--- src/sv/bfe_pkg.sv ---
// Shared constants for the bloom filter engine.
package bfe_pkg;

    // Golden-ratio step between successive probes.
    localparam logic [63:0] PROBE_STEP = 64'h9E37_79B9_7F4A_7C15;

    // Remainder unit: 68-bit dividend, 4 bits per cycle.
    localparam int DIV_W      = 68;
    localparam int DIG        = 4;
    localparam int DIV_STEPS  = DIV_W / DIG;
    localparam int DIV_CNT_W  = $clog2(DIV_STEPS);

    // Input beat modes.
    localparam logic [1:0] MODE_ADD   = 2'd0;
    localparam logic [1:0] MODE_QUERY = 2'd1;
    localparam logic [1:0] MODE_LOAD  = 2'd2;

    // Register word index (paddr[2]).
    localparam logic REG_FILTER_BITS = 1'b0;
    localparam logic REG_HASH_COUNT  = 1'b1;

    localparam int FILTER_BITS_W = 17;
    localparam int HASH_COUNT_W  = 5;

endpackage

--- src/sv/bfe_rem.sv ---
// Radix-16 restoring remainder unit: computes dividend mod divisor.
module bfe_rem #(
    parameter int NB_W = 17
) (
    input  logic                      clk,
    input  logic                      rst_n,
    input  logic                      start,
    input  logic [bfe_pkg::DIV_W-1:0] dividend,
    input  logic [NB_W-1:0]           divisor,
    output logic                      done,
    output logic [NB_W-1:0]           rem
);

    logic [bfe_pkg::DIV_W-1:0]     dvd_reg;
    logic [NB_W-1:0]               rem_reg;
    logic [NB_W-1:0]               dsr_reg;
    logic [bfe_pkg::DIV_CNT_W-1:0] cnt_reg;
    logic                          busy_reg;
    logic                          done_reg;

    logic [bfe_pkg::DIV_W-1:0] dvd_next;
    logic [NB_W-1:0]           rem_next;

    always_comb
    begin
        logic [NB_W:0] t;
        dvd_next = dvd_reg;
        rem_next = rem_reg;
        for (int k = 0; k < bfe_pkg::DIG; k++)
        begin
            t = {rem_next, dvd_next[bfe_pkg::DIV_W-1]};
            if (t >= {1'b0, dsr_reg})
            begin
                t = t - {1'b0, dsr_reg};
            end
            rem_next = t[NB_W-1:0];
            dvd_next = {dvd_next[bfe_pkg::DIV_W-2:0], 1'b0};
        end
    end

    always_ff @(posedge clk or negedge rst_n)
    begin
        if (!rst_n)
        begin
            cnt_reg  <= '0;
            busy_reg <= 1'b0;
            done_reg <= 1'b0;
        end
        else if (start)
        begin
            cnt_reg  <= '0;
            busy_reg <= 1'b1;
            done_reg <= 1'b0;
        end
        else if (busy_reg)
        begin
            cnt_reg <= cnt_reg + 1'b1;
            if (cnt_reg == bfe_pkg::DIV_CNT_W'(bfe_pkg::DIV_STEPS - 1))
            begin
                busy_reg <= 1'b0;
                done_reg <= 1'b1;
            end
        end
        else
        begin
            done_reg <= 1'b0;
        end
    end

    always_ff @(posedge clk)
    begin
        if (start)
        begin
            dvd_reg <= dividend;
            rem_reg <= '0;
            dsr_reg <= divisor;
        end
        else if (busy_reg)
        begin
            dvd_reg <= dvd_next;
            rem_reg <= rem_next;
        end
    end

    assign done = done_reg;
    assign rem  = rem_reg;

endmodule

--- config.mk ---
export PLATFORM = sky130hd
export DESIGN_NAME = bfe_rem
export DESIGN_NICKNAME = d
export VERILOG_FILES = /design/src/sv/bfe_pkg.sv /design/src/sv/bfe_rem.sv
export SDC_FILE = /design/constraint.sdc
export NUM_CORES = 1
export LEC_CHECK = 0
export BUFFER_PORTS_ARGS = -buffer_cell sky130_fd_sc_hd__buf_2
export CAP_MARGIN = 20
export CELL_PAD_IN_SITES_DETAIL_PLACEMENT = 1
export CELL_PAD_IN_SITES_GLOBAL_PLACEMENT = 1
export CORE_MARGIN = 4
export CORE_UTILIZATION = 43
export CTS_BUF_LIST = sky130_fd_sc_hd__clkbuf_2 sky130_fd_sc_hd__clkbuf_4 sky130_fd_sc_hd__clkbuf_8
export DETAILED_ROUTE_END_ITERATION = 8
export PLACE_DENSITY = 0.8
export SYNTH_ARGS = -nofsm -noshare
export SYNTH_HDL_FRONTEND = slang
export SYNTH_SLANG_ARGS = --single-unit
--- constraint.sdc ---
create_clock -name clk -period 10.1 [get_ports clk]
set_input_delay 2.02 -clock clk [delete_from_list [all_inputs] [get_ports clk]]
set_output_delay 2.02 -clock clk [all_outputs]
set_load 0.03 [all_outputs]
==> out/results.ini <==
[die]
pin_count = 106
die_w_um = 146
initial_core_util_pct = 43.9
die_h_um = 146
fp.dieArea_um2 = 21400
row_count = 50
design.core.area_um2 = 18800

[timing]
tightestPinTransition_ns = 0.884
finalCriticalPeriod_ns = 9.65
maxSlewViolCount = 0
skew_ns = 0.0292
hold_viol_final = 0
slew_headroom_pct = 41.0
finalCritPeriodShare_pct = 95.5
setup_viol = 0
fmaxAchievable_mhz = 104
finalSetupTns_ns = 0
timing.final.ws_setup_ns = 0.455

[final_layout]
drive_above_1_share_pct = 33.1
fin_area_um2 = 9720
diodes = 0
syn_to_final_growth_pct = 18.0
fin_util_pct = 51.8
largest_reg_flops = 68
nets = 1100

[run_status]
status = finished clean

[synthesis]
synth-compound-area-share_pct = 16.1
synth_top_cell_by_area = edfxtp_1
synthArstFlopShare_pct = 6.42
synth_cell_types = 65
synth_top_family_by_area = compound AO/OA/AOI/OAI gates
yosys.area_share.simple_pct = 9.93
synth.top_cell.area_share_pct = 31.0
synth_nets = 951
netlist_top_cells_area = edfxtp_1 (31%), mux2_2 (12%), ha_1 (11%), dfxtp_1 (4.1%), xnor2_1 (3.9%)
synth_area_um2 = 8230
synth-edff-count = 85
yosysSeqAreaShare_pct = 37.3
synth-xor-area-share_pct = 6.17
synth-adder-area-share_pct = 11.6
syn-instance-count = 789
avgSynthCellArea_um2 = 10.4
yosysMostFrequentCell = mux2_2
ys_seq_elements = 109
synth.yosys.warnings = 0
netlist_top_cells_count = mux2_2 (86), edfxtp_1 (85), ha_1 (70)
synth_ff_type = edfxtp_1
synth.mux.area_fraction_pct = 15.0

[setup_path]
cp-start-kind = flip-flop
worstSetupEndpointType = flip-flop
crit_top_cell = ha_1
required_ns = 10.41
slowest_stage = fa_1
cp.arrival_ns = 9.96
critical_path_class = flip-flop to flip-flop
crit_fanout = 8
worst_path_largest_cell_delay_ns = 0.43

[clocking]
htreeDepth = 3
clockBufferDepth = 2
cts-root-buf = clkbuf_8
clk_pin_slew_ns = 0.13
cts_made_buffers = 9
worstSkewPairLatency_ns = 0.39
clock-sinks = 109
cts_tree = done

[global_route]
antenna_found_initial = 1
gr-total-overflow = 0
grt_max_degree = 69
grtUsageTotal_pct = 23.1
grt_pass1_wl_um = 39000
grt_pass1_vias = 7111

[place]
dpl.hpwl_um = 20000
gp_congestion = 0.981
placed_area_um2 = 9310
preCtsSetupSlack_ns = -0.209
portBuffers = 105

[route]
vias = 6789
viasPerCell = 5.77
initialDrtViolationCount = 345
drtAntennaViolNets = 0
wirelength_um = 25000
drc = 0
dr.pass1.iters = 5
wire_per_inst_um = 21.3

[hold_path]
hold_class = flip-flop to flip-flop

[flow_run]
maxCapViolCount = 0

## metal layers
| metal | wire length [um] | vias up | track usage, % |
|---|---|---|---|
| met4 | 414 | 2 | 5.41 |
| met5 | 7 | - | 0 |
| li1 | - | 3217 | - |
| met3 | 1210 | 28 | 3.51 |
| met2 | 11800 | 160 | 38.2 |
| met1 | 11600 | 3382 | 32.0 |
## cell usage in the layout (no fill, tap or decap), types with 5 or more instances in the layout
master / count
edfxtp_1: 85
xnor2_1: 37
inv_1: 44
nor3_1: 6
nor2b_1: 6
o21bai_1: 9
o21ai_1: 11
buf_2: 104
nand3_1: 10
ha_1: 69
nand2_1: 45
a21o_1: 21
nand4_1: 12
xor2_1: 21
mux2_2: 86
o21a_1: 11
nand2b_1: 7
o21ai_0: 31
and2_1: 5
a21oi_1: 44
clkbuf_8: 9
buf_4: 60
mux2i_1: 17
dfrtp_1: 7
nor2_1: 56
dfxtp_1: 17
a211oi_1: 12
## area by class of cell
type                    instances  area (um2)
repair buffers                167        1000
clock buffers                   9         124
fillers                      2127        9050
flip-flops and latches        109        3070
well taps                     234         293
multi-input cells             606        4980
clock inverters                 7        75.1
inverters                      45         169
## worst max-delay path: cells and delay by family (launching register included)
kind / cells / cell delay [ns]
AO/OA/AOI/OAI: 22 / 4.66
adder cells (fa/ha/maj): 5 / 1.59
buffers and inverters: 4 / 0.44
flip-flops: 1 / 0.42
multiplexers: 4 / 1.23
AND/OR/NAND/NOR: 6 / 1.20
## repair_timing
action | 4_1_cts | 5_1_grt
endpoints found under the setup margin | 15 | 17
pin swaps | 1 | 10
hold buffers | 0 | 0
resized for setup | 8 | 30
buffers inserted | 1 | 7
## cell families (layout without fill, tap and decap cells)
kind of cell	after synthesis	in the layout
muxes	111	111
adders and majority gates	74	74
and+or+nand+nor	170	170
buffers and inverters	74	228
AOI/OAI and AO/OA	193	193
xor gates and xnor gates	58	58
DFF	109	109
## worst paths after layout
path | startpoint | end | slack [ns] | cells past startpoint
worst max-delay path | dvd_reg[67] | rem[0] | 0.45 | 41
min in group asynchronous | rst_n | cnt_reg[1] | 1.46 | 1
worst min register to register | done | done | 0.54 | 2
max in group asynchronous | rst_n | busy_reg | 8.48 | 1
worst min-delay path | done | done | 0.54 | 2
worst max register to register | dvd_reg[67] | rem[0] | 0.45 | 41
## through the flow
step | std cells | hold WS, ns
3_5_place_dp | 1153 | 0.512
2_1_floorplan | 789 | 0.504
5_1_grt | 1177 | 0.564
6_report | 1177 | 0.537
4_1_cts | 1170 | 0.544
3_3_place_gp | 1153 | 0.503
Power is not shown: default switching activity piles up to over one toggle a cycle in this logic, so the estimate is an artifact.
